==> src/rtl/ird_pkg.sv <==
package ird_pkg;

  localparam int DEFAULT_DEPTH = 16;
  localparam int WORD_W = 32;

  localparam logic [1:0] REQ_INSERT    = 2'd0;
  localparam logic [1:0] REQ_POP_FRONT = 2'd1;
  localparam logic [1:0] REQ_POP_REAR  = 2'd2;

  localparam logic [1:0] ST_DONE  = 2'd0;
  localparam logic [1:0] ST_FULL  = 2'd1;
  localparam logic [1:0] ST_EMPTY = 2'd2;

  typedef struct packed {
    logic accept;
    logic load;
  } ird_cmd_t;

  typedef struct packed {
    logic out_valid;
  } ird_sts_t;

endpackage

==> src/rtl/ird_ctrl.sv <==
module ird_ctrl (
  input  logic              clk,
  input  logic              rst_n,
  input  logic              in_valid,
  input  logic              out_stall,
  input  ird_pkg::ird_sts_t sts,
  output logic              in_stall,
  output ird_pkg::ird_cmd_t cmd
);
  import ird_pkg::*;

  localparam logic S_IDLE = 1'b0;
  localparam logic S_LOAD = 1'b1;

  logic state_r;
  logic state_nxt;

  always_comb begin
    state_nxt  = state_r;
    cmd.accept = 1'b0;
    cmd.load   = 1'b0;
    unique case (state_r)
      S_IDLE: begin
        cmd.accept = in_valid;
        if (in_valid) begin
          state_nxt = S_LOAD;
        end
      end
      S_LOAD: begin
        cmd.load = !sts.out_valid || !out_stall;
        if (cmd.load) begin
          state_nxt = S_IDLE;
        end
      end
      default: state_nxt = S_IDLE;
    endcase
  end

  assign in_stall = (state_r != S_IDLE);

  always_ff @(posedge clk) begin
    if (!rst_n) begin
      state_r <= S_IDLE;
    end else begin
      state_r <= state_nxt;
    end
  end

endmodule

==> src/rtl/ird_dp.sv <==
module ird_dp #(
  parameter int DEPTH = ird_pkg::DEFAULT_DEPTH
) (
  input  logic                            clk,
  input  logic                            rst_n,
  input  ird_pkg::ird_cmd_t               cmd,
  output ird_pkg::ird_sts_t               sts,
  input  logic [1:0]                      in_req_type,
  input  logic signed [ird_pkg::WORD_W-1:0] in_push_value,
  input  logic                            out_stall,
  output logic signed [ird_pkg::WORD_W-1:0] out_pop_value,
  output logic [1:0]                      out_status,
  output logic                            out_is_full,
  output logic                            out_is_empty
);
  import ird_pkg::*;

  localparam int AW = (DEPTH > 1) ? $clog2(DEPTH) : 1;
  localparam logic [AW-1:0] LAST = AW'(DEPTH - 1);

  localparam logic [1:0] SRC_ZERO = 2'd0;
  localparam logic [1:0] SRC_NEG1 = 2'd1;
  localparam logic [1:0] SRC_MEM  = 2'd2;

  logic signed [WORD_W-1:0] mem [DEPTH];
  logic signed [WORD_W-1:0] rd_data_r;

  logic [AW-1:0] head_r, head_nxt;
  logic [AW-1:0] tail_r, tail_nxt;
  logic          empty_r, empty_nxt;

  logic [1:0] pend_src_r, pend_src_nxt;
  logic [1:0] pend_status_r, pend_status_nxt;
  logic       pend_full_r;
  logic       pend_empty_r;

  logic signed [WORD_W-1:0] out_pop_value_r;
  logic [1:0]               out_status_r;
  logic                     out_is_full_r;
  logic                     out_is_empty_r;
  logic                     out_valid_r;

  logic          wr_en;
  logic          rd_en;
  logic [AW-1:0] mem_addr;
  logic          full_now;
  logic          full_nxt;

  function automatic logic [AW-1:0] idx_up(input logic [AW-1:0] i);
    return (i == LAST) ? '0 : i + AW'(1);
  endfunction

  function automatic logic [AW-1:0] idx_down(input logic [AW-1:0] i);
    return (i == '0) ? LAST : i - AW'(1);
  endfunction

  assign full_now = !empty_r && (head_r == idx_up(tail_r));
  assign full_nxt = !empty_nxt && (head_nxt == idx_up(tail_nxt));

  always_comb begin
    head_nxt        = head_r;
    tail_nxt        = tail_r;
    empty_nxt       = empty_r;
    wr_en           = 1'b0;
    rd_en           = 1'b0;
    mem_addr        = head_r;
    pend_src_nxt    = SRC_ZERO;
    pend_status_nxt = ST_DONE;
    if (cmd.accept) begin
      unique case (in_req_type) inside
        REQ_INSERT: begin
          if (full_now) begin
            pend_status_nxt = ST_FULL;
          end else begin
            wr_en = 1'b1;
            if (empty_r) begin
              head_nxt  = '0;
              tail_nxt  = '0;
              empty_nxt = 1'b0;
            end else begin
              head_nxt = idx_down(head_r);
            end
            mem_addr = head_nxt;
          end
        end
        REQ_POP_FRONT, REQ_POP_REAR: begin
          if (empty_r) begin
            pend_src_nxt    = SRC_NEG1;
            pend_status_nxt = ST_EMPTY;
          end else begin
            rd_en        = 1'b1;
            pend_src_nxt = SRC_MEM;
            mem_addr     = (in_req_type == REQ_POP_FRONT) ? head_r : tail_r;
            if (head_r == tail_r) begin
              head_nxt  = '0;
              tail_nxt  = '0;
              empty_nxt = 1'b1;
            end else if (in_req_type == REQ_POP_FRONT) begin
              head_nxt = idx_up(head_r);
            end else begin
              tail_nxt = idx_down(tail_r);
            end
          end
        end
        default: begin
        end
      endcase
    end
  end

  always_ff @(posedge clk) begin
    if (wr_en) begin
      mem[mem_addr] <= in_push_value;
    end
    if (rd_en) begin
      rd_data_r <= mem[mem_addr];
    end
  end

  always_ff @(posedge clk) begin
    if (!rst_n) begin
      head_r  <= '0;
      tail_r  <= '0;
      empty_r <= 1'b1;
    end else begin
      head_r  <= head_nxt;
      tail_r  <= tail_nxt;
      empty_r <= empty_nxt;
    end
  end

  always_ff @(posedge clk) begin
    if (cmd.accept) begin
      pend_src_r    <= pend_src_nxt;
      pend_status_r <= pend_status_nxt;
      pend_full_r   <= full_nxt;
      pend_empty_r  <= empty_nxt;
    end
  end

  always_ff @(posedge clk) begin
    if (cmd.load) begin
      case (pend_src_r)
        SRC_MEM:  out_pop_value_r <= rd_data_r;
        SRC_NEG1: out_pop_value_r <= -32'sd1;
        default:  out_pop_value_r <= '0;
      endcase
      out_status_r   <= pend_status_r;
      out_is_full_r  <= pend_full_r;
      out_is_empty_r <= pend_empty_r;
    end
  end

  always_ff @(posedge clk) begin
    if (!rst_n) begin
      out_valid_r <= 1'b0;
    end else if (cmd.load) begin
      out_valid_r <= 1'b1;
    end else if (!out_stall) begin
      out_valid_r <= 1'b0;
    end
  end

  assign sts.out_valid = out_valid_r;
  assign out_pop_value = out_pop_value_r;
  assign out_status    = out_status_r;
  assign out_is_full   = out_is_full_r;
  assign out_is_empty  = out_is_empty_r;

endmodule

==> src/rtl/input_restricted_deque_unit.sv <==
// A deque of DEPTH signed 32-bit words that takes words in only at the front
// and gives them out at the front or the rear, answering every request with
// exactly one result that carries the removed word, a status code and the
// full and empty flags after the request. The request is taken in S_IDLE,
// where the pointers move and the store is written or read, and the
// registered read data of the single-port store is moved into the output
// register in S_LOAD, which waits while a held result is stalled. A new
// request is taken once the previous result has entered the output register,
// so one result may wait there while the next request is worked on.
module input_restricted_deque_unit #(
  parameter int DEPTH = ird_pkg::DEFAULT_DEPTH
) (
  input  logic                              clk,
  input  logic                              rst_n,
  input  logic                              in_valid,
  output logic                              in_stall,
  input  logic [1:0]                        in_req_type,
  input  logic signed [ird_pkg::WORD_W-1:0] in_push_value,
  output logic                              out_valid,
  input  logic                              out_stall,
  output logic signed [ird_pkg::WORD_W-1:0] out_pop_value,
  output logic [1:0]                        out_status,
  output logic                              out_is_full,
  output logic                              out_is_empty
);
  import ird_pkg::*;

  ird_cmd_t cmd;
  ird_sts_t sts;

  ird_ctrl u_ctrl (
    .clk       (clk),
    .rst_n     (rst_n),
    .in_valid  (in_valid),
    .out_stall (out_stall),
    .sts       (sts),
    .in_stall  (in_stall),
    .cmd       (cmd)
  );

  ird_dp #(
    .DEPTH (DEPTH)
  ) u_dp (
    .clk           (clk),
    .rst_n         (rst_n),
    .cmd           (cmd),
    .sts           (sts),
    .in_req_type   (in_req_type),
    .in_push_value (in_push_value),
    .out_stall     (out_stall),
    .out_pop_value (out_pop_value),
    .out_status    (out_status),
    .out_is_full   (out_is_full),
    .out_is_empty  (out_is_empty)
  );

  assign out_valid = sts.out_valid;

`ifndef SYNTH
  a_one_per_two: assert property (@(posedge clk) disable iff (!rst_n)
    (in_valid && !in_stall) |=> in_stall)
    else $error("input transfer in back-to-back cycles");

  a_flags_exclusive: assert property (@(posedge clk) disable iff (!rst_n)
    out_valid |-> !(out_is_full && out_is_empty))
    else $error("result flags show full and empty together");

  a_empty_refusal: assert property (@(posedge clk) disable iff (!rst_n)
    (out_valid && out_status == ST_EMPTY) |-> (out_pop_value == -32'sd1 && out_is_empty))
    else $error("empty refusal without -1 data or empty flag");
`endif

endmodule
==> config.mk <==
export PLATFORM = sky130hd
export DESIGN_NAME = input_restricted_deque_unit
export DESIGN_NICKNAME = d
export VERILOG_FILES = /design/src/rtl/ird_pkg.sv /design/src/rtl/ird_ctrl.sv /design/src/rtl/ird_dp.sv /design/src/rtl/input_restricted_deque_unit.sv
export SDC_FILE = /design/constraint.sdc
export NUM_CORES = 1
export LEC_CHECK = 0
export BUFFER_PORTS_ARGS = -buffer_cell sky130_fd_sc_hd__buf_2
export CAP_MARGIN = 20
export CORE_MARGIN = 2
export CORE_UTILIZATION = 40
export CTS_CLUSTER_DIAMETER = 40
export DETAILED_ROUTE_END_ITERATION = 10
export HOLD_SLACK_MARGIN = 0.03
export SETUP_SLACK_MARGIN = 0.15
export SLEW_MARGIN = 20
export SYNTH_ARGS = -nofsm -noshare
export SYNTH_HDL_FRONTEND = slang
export SYNTH_SLANG_ARGS = --single-unit
==> constraint.sdc <==
create_clock -name clk -period 4.5 [get_ports clk]
set_input_delay 0.45 -clock clk [delete_from_list [all_inputs] [get_ports clk]]
set_output_delay 0.45 -clock clk [all_outputs]
set_load 0.03 [all_outputs]
# After elaboration in Yosys (flattened, before gate mapping)
# Memory sizes are Yosys's and may differ from the RTL's. A register that Yosys moved wholly into a read port is not among the register bits.
# Index checks and enable logic that the tools add are counted.
dict set report classes {
  addsub 5
  n_reduce_logical 11
  n_bitwise 1
  muxes 48
  eq_ne 11
}
# op count
set op_table {}
lappend op_table {{$mux W4} 20}
lappend op_table {{$pmux W32 S2} 1}
lappend op_table {{$pmux W4 S2} 3}
lappend op_table {{$mux W1} 19}
lappend op_table {{$add A4 B1 Y4 const B} 3}
lappend op_table {{$eq A4 B4 Y1} 3}
lappend op_table {{$eq A4 B4 Y1 const B} 3}
lappend op_table {{$logic_not A4 Y1} 2}
lappend op_table {{$sub A4 B1 Y4 const B} 2}
lappend op_table {{$eq A2 B1 Y1 const B} 2}
lappend op_table {{$eq A2 B2 Y1 const B} 2}
lappend op_table {{$logic_not A1 Y1} 4}
lappend op_table {{$mux W2} 2}
lappend op_table {{$pmux W1 S2} 2}
lappend op_table {{$pmux W2 S2} 1}
lappend op_table {{$logic_and A1 B1 Y1} 2}
lappend op_table {{$logic_not A2 Y1} 1}
lappend op_table {{$ne A2 B1 Y1 const B} 1}
lappend op_table {{$reduce_or A2 Y1} 1}
lappend op_table {{$logic_or A1 B1 Y1} 1}
lappend op_table {{$not A1 Y1} 1}
dict set report totals {
  memories 1
  mem_bits_rw 512
  regBits 53
}
# name words word_bits read_ports rd_clocked_by_memory_dff write_ports line_no
set memory_table {}
lappend memory_table {u_dp.mem 16 32 1 1 1 ird_dp.sv:25} ;# logic signed [WORD_W-1:0] mem [DEPTH];

# Logic depth before layout (Yosys ltp)
# Gate-level depths: netlist of run 1.
dict set report logic_depth {
  depth_word 11
  ltp_mapped 14
  mapped_depth_nobuf 12
}

# Cells and area by module
# From an unflattened synthesis of run 1, not the netlist that was laid out.
dict set report unflattened {
  cells_unflattened 1497
  area_unflattened_um2 24230.7
}
# module area_per_inst_um2 seq_area_each_um2 cells_each instances
set by_module_without_submodules {}
lappend by_module_without_submodules {ird_dp 24183.2 17797.1 1492 1}
lappend by_module_without_submodules {ird_ctrl 47.5 20.0 5 1}

# Least setup slack after synthesis of run 1
# Ideal clock, no wire load.
dict set report synth_path {
  path_type {reg2reg}
  startpoint {register u_dp.tail_r[1]}
  endpoint {memory u_dp.mem[4][0] (enable)}
  arrival_ns 3.854
  period_less_slack_ns 4.275
  slack_ns 0.225
  setup_ns 0.421
  path_stages_with_launch 13
  t_required_ns 4.079
  cell_sequence {dfxtp_1 ha_1 xnor2_1 a22oi_1 o2111ai_1 o31a_1 o21ai_0 a21bo_2 buf_2 buf_2 buf_2 nand2_1 nor2_1}
}
dict set report synth_between {
  elab_chain_cells 9
  elab_cells_between_ends 15
  cone_classes {1 x add/sub; 2 x eq/ne; 11 x mux; 1 x reduce/logical}
}
# element line_no
set synth_rtl {}
lappend synth_rtl {{start, declared} ird_dp.sv:29} ;# logic [AW-1:0] tail_r, tail_nxt;
lappend synth_rtl {{start signal, assigned} ird_dp.sv:127} ;# tail_r <= tail_nxt;
lappend synth_rtl {{$add A4 B1 Y4 / $eq A4 B4 Y1 (equally long branches)} ird_dp.sv:50} ;# return (i == LAST) ? '0 : i + AW'(1);
lappend synth_rtl {{$mux W4} ird_dp.sv:50}
lappend synth_rtl {{$eq A4 B4 Y1} ird_dp.sv:57} ;# assign full_now = !empty_r && (head_r == idx_up(tail_r));
lappend synth_rtl {{$logic_and A1 B1 Y1} ird_dp.sv:57}
lappend synth_rtl {{$mux W1} ird_dp.sv:72} ;# if (full_now) begin
lappend synth_rtl {{$mux W1} ird_dp.sv:70} ;# unique case (in_req_type) inside
lappend synth_rtl {{$mux W1} ird_dp.sv:69} ;# if (cmd.accept) begin
lappend synth_rtl {{$mux W1} ird_dp.sv:112} ;# if (wr_en) begin
lappend synth_rtl {{$mux W1 (not written as such)} ird_dp.sv:113} ;# mem[mem_addr] <= in_push_value;
lappend synth_rtl {{end, declared} ird_dp.sv:25}
# Parallel ways exist; a longest one is shown, timed or not.

# Worst setup path after layout of run 1
dict set report layout_path {
  startpoint {register u_dp.tail_r[0]}
  endpoint {register u_dp.rd_data_r[7], read port of u_dp.mem, data pin}
}
dict set report layout_between {
  elab_chain_cells 7
  elab_cells_between_ends 10
  cone_classes {1 x add/sub; 2 x eq/ne; 6 x mux; 1 x reduce/logical}
}
# element line_no
set layout_rtl {}
lappend layout_rtl {{$add A4 B1 Y4 / $eq A4 B4 Y1 (equally long branches)} ird_dp.sv:50}
lappend layout_rtl {{$mux W4} ird_dp.sv:50}
lappend layout_rtl {{$eq A4 B4 Y1} ird_dp.sv:57}
lappend layout_rtl {{$logic_and A1 B1 Y1} ird_dp.sv:57}
lappend layout_rtl {{$mux W4} ird_dp.sv:72}
lappend layout_rtl {{$pmux W4 S2 (*)} ird_dp.sv:70}
lappend layout_rtl {{$mux W4 (*)} ird_dp.sv:69}
lappend layout_rtl {{end, declared} ird_dp.sv:26} ;# logic signed [WORD_W-1:0] rd_data_r;
# Mark *: on every way between the ends. The rest lies on a longest branch, timed or not.
# A chain may end at the register's enable or synchronous reset.

==> flow_summary.yaml, run 1 <==
sta:
  tightest_slew_ns: 1.01
  fin_worst_skew_ns: 0.0252
  rsz0062_at_grt: "no"
  slew_headroom_pct: 32.7
  worst_slack_ns: 0.407
  period_needed_ns: 4.09
  slew_viol_final: 0
  finalHoldViolCount: 0
  finalCritPeriodShare_pct: 91.0
  finalSetupViolations: 0
  final.setup.tns_ns: 0
  fmax_mhz: 244
clock_tree:
  clock-sinks: 597
  clk_latency_ns: 0.62
  post-cts-setup-buffer-count: 0
  cts_buffers: 84
  htree_levels: 3
  cts_tree: "built"
  clk_pin_slew_worst_paths_ns: 0.06
  postCtsHoldBufs: 0
  cts_buffer_depth: 3
  cts_resized: 0
  ctsRootBufferMaster: "clkbuf_16"
global_routing:
  grt_pass1_vias: 15700
  overflow: 0
  antenna_found_initial: 2
  grt_pass1_wl_um: 97200
  grtUsageTotal_pct: 20.4
  grt_max_degree: 71
placement:
  place_ws_ns: 0.498
  place.gp.congestion: 0.822
  portBuffers: 75
  hpwl_um: 37800
  dp_cells: 2673
synth:
  ys_async_sr_fraction_pct: 0
  synth-main-ff-cell: "edfxtp_1"
  synth_most_common_cell: "edfxtp_1"
  yosysTopAreaCell: "edfxtp_1"
  synth_nets: 1908
  yosysWarnings: 0
  synthesis.area_mm2: 0.0243
  synth.avg_cell_area_um2: 13.1
  synth_seq_cells: 597
  ys_types: 64
  synthTopCellsByCount: "edfxtp_1, nand2_1, a21oi_1"
  synth_edf_count: 586
  yosysTopAreaCellShare_pct: 72.3
  ys_seq_area_share_pct: 73.2
  ys_top_cells_by_area: "edfxtp_1, nand2_1, a21oi_1, nand3_1, nand4_1"
  postSynthCellCount: 1860
die:
  start_util_pct: 40.4
  rows: 90
  die_w_um: 251
  die_area_mm2: 0.0628
  die_y_um: 251
  ios: 76
  placeableCoreArea_mm2: 0.0602
routing:
  post-route-drc-count: 0
  wirelength_um: 64700
  drtAntennaViolNets: 0
  first_pass_iters: 8
  drtIter0Drc: 1544
  vias: 16100
  wire_per_inst_um: 22.8
  vias_per_cell: 5.68
power_and_ir_drop:
  powerDensity_mw_per_mm2: 477
  p_leak_nw: 10.1
  worst_ir_drop_vdd_mv: 0.267
critical_path:
  worstPathCellList: "ha_1, xnor2_1, a22oi_1, o2111ai_1, nor3_1, o311a_1, o21a_2, buf_4, nand2_1, o2111ai_1, nor3_1"
  max_stage_delay_ns: 0.58
  critPathMaxFanout: 30
  crit_path_start_kind: "flip-flop"
  path_class: "flip-flop to flip-flop"
  slowest_stage: "o311a_1"
  critPathCaptureType: "flip-flop"
  cp_num_buf_inv: 1
  worstPathArrival_ns: 4.45
  path_delay_family: "compound AO/OA/AOI/OAI gates"
  required_ns: 4.85
outcome:
  outcome: "completed"
run:
  drv_cap: 0
layout:
  syn2layout_area_growth_pct: 19.5
  nets: 2026
  final_core_util_pct: 48.3
  drive_gt1_share_pct: 16.6
  finalNonFillerCells: 2832
hold_path:
  holdCritPathClass: "primary input to flip-flop"
placed cells by master, fill, tap and decap left out, types with 32 or more instances in the layout:
master / count
o22ai_1: 34
nor2_1: 45
nand4_1: 66
nor3_1: 34
clkbuf_16: 87
buf_2: 75
buf_4: 70
a21oi_1: 140
nand3_1: 136
o2111ai_1: 33
a22oi_1: 36
edfxtp_1: 586
nand2_1: 438
mux2i_1: 32
area by class of cell:
type	count	area (um^2)
Antenna cell	1	2.50
Clock buffer	92	2200
Timing Repair Buffer	161	1230
Tap cell	782	978
Inverter	13	48.8
Sequential cell	597	17800
Multi-Input combinational cell	1121	6040
Fill cell	5157	31200
Clock inverter	65	771
sequential cells by signal (all words and copies together), names as in the netlist, 2 cells and up:
signal / flops
u_dp.head_r: 4
u_dp.mem: 512
u_dp.out_pop_value: 32
u_dp.out_status: 2
u_dp.pend_src_r: 2
u_dp.pend_status_r: 2
u_dp.rd_data_r: 32
u_dp.tail_r: 4
worst register-to-register path: stages, from the launching register on:
cell and delay (ns):
dfxtp_1 0.53, ha_1 0.30, xnor2_1 0.08, a22oi_1 0.19
o2111ai_1 0.28, nor3_1 0.42, o311a_1 0.58, o21a_2 0.52
buf_4 0.46, nand2_1 0.14, o2111ai_1 0.23, nor3_1 0.09
metrics by stage:
step	hold WS (ns)	instance area, um^2	power [mW]
2_1_floorplan	0.400	24300	6.77
5_1_grt	0.107	29100	14.2
6_report	0.105	29100	13.9
4_1_cts	0.0757	29100	14.0
3_5_place_dp	0.405	26100	7.08
3_3_place_gp	0.407	26100	7.07
layer usage:
layer	up-vias	GRT usage (%)	routed length (um)
met5	-	0	8
met2	675	32.4	29900
met4	2	6.86	1540
met1	8039	28.5	28500
met3	129	3.67	4700
li1	7242	-	-
report_power, final:
part           leakage, nW  total, mW  internal, mW  switching (mW)
registers             5.38       6.20          6.18          0.0217
clock network         1.42       6.89          4.25            2.64
logic                 3.25      0.773         0.219           0.554
total                 10.1       13.9          10.7            3.21
cell families after synthesis:
kind of cell / synth area share [%]
simple gates: 14.0
flops: 73.2
compound gates: 7.78
buf+inv: 2.82
mux: 1.36
fa+ha+maj: 0.514
xor+xnor: 0.324
worst paths after layout:
check / startpoint / end / slack, ns / cells past startpoint
max: u_dp.tail_r[0]$_SDFF_PN0_ / u_dp.rd_data_r[7]$_DFFE_PP_ / 0.41 / 11
min: rst_n / u_dp.empty_r$_SDFF_PN1_ / 0.10 / 2
max reg2reg: u_dp.tail_r[0]$_SDFF_PN0_ / u_dp.rd_data_r[7]$_DFFE_PP_ / 0.41 / 11
min reg2reg: u_dp.pend_status_r[1]$_DFFE_PP_ / u_dp.out_status[1]$_DFFE_PP_ / 0.42 / 0
Note: power is estimated with default switching activity, not from simulation.
==> run 2, diff against run 1 <==
--- a/config.mk
+++ b/config.mk
@@ -7,12 +7,13 @@
 export LEC_CHECK = 0
 export BUFFER_PORTS_ARGS = -buffer_cell sky130_fd_sc_hd__buf_2
 export CAP_MARGIN = 20
-export CORE_MARGIN = 2
-export CORE_UTILIZATION = 40
+export CORE_MARGIN = 8
+export CORE_UTILIZATION = 45
 export CTS_CLUSTER_DIAMETER = 40
 export DETAILED_ROUTE_END_ITERATION = 10
 export HOLD_SLACK_MARGIN = 0.03
 export SETUP_SLACK_MARGIN = 0.15
+export SKIP_CTS_REPAIR_TIMING = 1
 export SLEW_MARGIN = 20
 export SYNTH_ARGS = -nofsm -noshare
 export SYNTH_HDL_FRONTEND = slang
==> run 2 against run 1 <==
Compared with the run above:
- clock skew increased by 0.011 ns
- sequential share of layout area is 0.24 points higher
- wire length decreased by 0.31%
- first-iteration DRC count decreased by 0.32%
- core utilization up 5.8 points
- sequential power about the same
- combinational power hardly changed
- global-route usage decreased by 0.067 points
- largest power group unchanged
- critical path depth unchanged
- hold slack better by 0.011 ns
- worst setup slack improved by 0.027 ns
==> flow_summary.yaml, run 2 (synthesis gave the netlist of run 1 again) <==
critical_path:
  critPathMaxFanout: 73
  worstPathCellList: "ha_1, xnor2_1, a22oi_1, o2111ai_1, or3_1, o2111ai_4, buf_12, a21oi_1, a22oi_1, o2111ai_1, nor3_1"
  worstPathArrival_ns: 4.44
  path_class: "flip-flop to flip-flop"
  regToRegSetupSlack_ns: 0.43
  required_ns: 4.88
  path_delay_family: "compound AO/OA/AOI/OAI gates"
  cp_num_buf_inv: 1
  max_stage_delay_ns: 0.63
  critPathCaptureType: "flip-flop"
  slowest_stage: "or3_1"
  crit_path_start_kind: "flip-flop"
routing:
  first_pass_iters: 5
  post-route-drc-count: 0
  vias_per_cell: 5.82
  vias: 15900
  wirelength_um: 64500
  drtIter0Drc: 1539
  wire_per_inst_um: 23.6
  drtAntennaViolNets: 0
global_routing:
  grt_pass1_wl_um: 97200
  overflow: 0
  antenna_found_initial: 3
  grt_pass1_vias: 15600
  grtUsageTotal_pct: 20.4
  grt_max_degree: 74
sta:
  finalCritPeriodShare_pct: 90.4
  slew_headroom_pct: 32.8
  finalSetupViolations: 0
  finalHoldViolCount: 0
  final.setup.tns_ns: 0
  period_needed_ns: 4.07
  worst_slack_ns: 0.434
  fmax_mhz: 246
  tightest_slew_ns: 1.01
  fin_worst_skew_ns: 0.0366
  slew_viol_final: 0
  rsz0062_at_grt: "no"
  hold_slack_ns: 0.115
layout:
  final_core_util_pct: 54.0
  regMostFlops: "u_dp.mem"
  drive_gt1_share_pct: 15.8
  nets: 2019
  syn2layout_area_growth_pct: 19.0
  final_cell_mix: "edfxtp_1, nand2_1, a21oi_1"
  largest_register_ffs: 512
  layout_commonest_cell: "edfxtp_1"
  finalNonFillerCells: 2736
  antenna_cells: 0
  design_area_mm2: 0.0290
clock_tree:
  cts_tree: "built"
  ctsRootBufferMaster: "clkbuf_16"
  clk_pin_slew_worst_paths_ns: 0.06
  cts_buffers: 83
  clk_latency_ns: 0.64
  htree_levels: 3
  clock-sinks: 597
  cts_buffer_depth: 3
die:
  die_area_mm2: 0.0618
  placeableCoreArea_mm2: 0.0536
  ios: 76
  start_util_pct: 45.4
  die_w_um: 249
  die_y_um: 249
  rows: 85
placement:
  dp_cells: 2579
  place_ws_ns: 0.420
  placed_area_mm2: 0.0260
  portBuffers: 75
  hpwl_um: 37800
  place.gp.congestion: 0.788
power_and_ir_drop:
  powerDensity_mw_per_mm2: 472
  p_leak_nw: 10.0
  p_total_mw: 13.7
  worst_ir_drop_vdd_mv: 0.285
hold_path:
  holdCritPathClass: "primary input to flip-flop"
run:
  drv_cap: 0
outcome:
  outcome: "completed"
## run 2: cell count changes in the layout (fill, tap and decap cells not counted), sizes merged
| cell | change |
|---|---|
| clkinv | +10 |
| inv | -10 |
| buf | -7 |
| clkbuf | -2 |
| clkinvlp | -2 |
| bufinv | +1 |
| diode | -1 |
| o21ai | +1 |
## run 2: metal layers
| metal | share of wire (%) | wire (um) | global-route usage (%) |
|---|---|---|---|
| met3 | 7.5 | 4850 | 4.45 |
| met4 | 2.7 | 1730 | 6.75 |
| met2 | 46 | 29800 | 31.9 |
| met1 | 44 | 28100 | 28.1 |
| met5 | 0.014 | 9 | 0 |
## run 2: path summary, 6_finish.rpt
check                                            startpoint                      endpoint  depth (start not counted)
worst max-delay path              u_dp.tail_r[0]$_SDFF_PN0_  u_dp.rd_data_r[13]$_DFFE_PP_                         11
worst min-delay path                                  rst_n       u_dp.empty_r$_SDFF_PN1_                          2
worst max register to register    u_dp.tail_r[0]$_SDFF_PN0_  u_dp.rd_data_r[13]$_DFFE_PP_                         11
worst min register to register  u_dp.pend_empty_r$_DFFE_PP_   u_dp.out_is_empty$_DFFE_PP_                          0
## run 2: report_power, final
part	total [mW]	switching, mW	internal, mW
logic	0.775	0.550	0.225
registers	6.20	0.0216	6.18
clock network	6.68	2.54	4.14
total	13.7	3.11	10.5
## run 2: worst register-to-register path: stages, from the launching register on
cell and delay (ns):
dfxtp_1 0.54, ha_1 0.31, xnor2_1 0.10, a22oi_1 0.22, o2111ai_1 0.28, or3_1 0.63
o2111ai_4 0.34, buf_12 0.37, a21oi_1 0.13, a22oi_1 0.34, o2111ai_1 0.17, nor3_1 0.40
## run 2: cell type report
cell class	instances	area [um^2]
timing repair buffer	154	1310
inverter	13	48.8
fill	4435	24600
multi-input combinational	1122	6050
sequential	597	17800
clock inverter	64	768
tap	696	871
clock buffer	90	2100
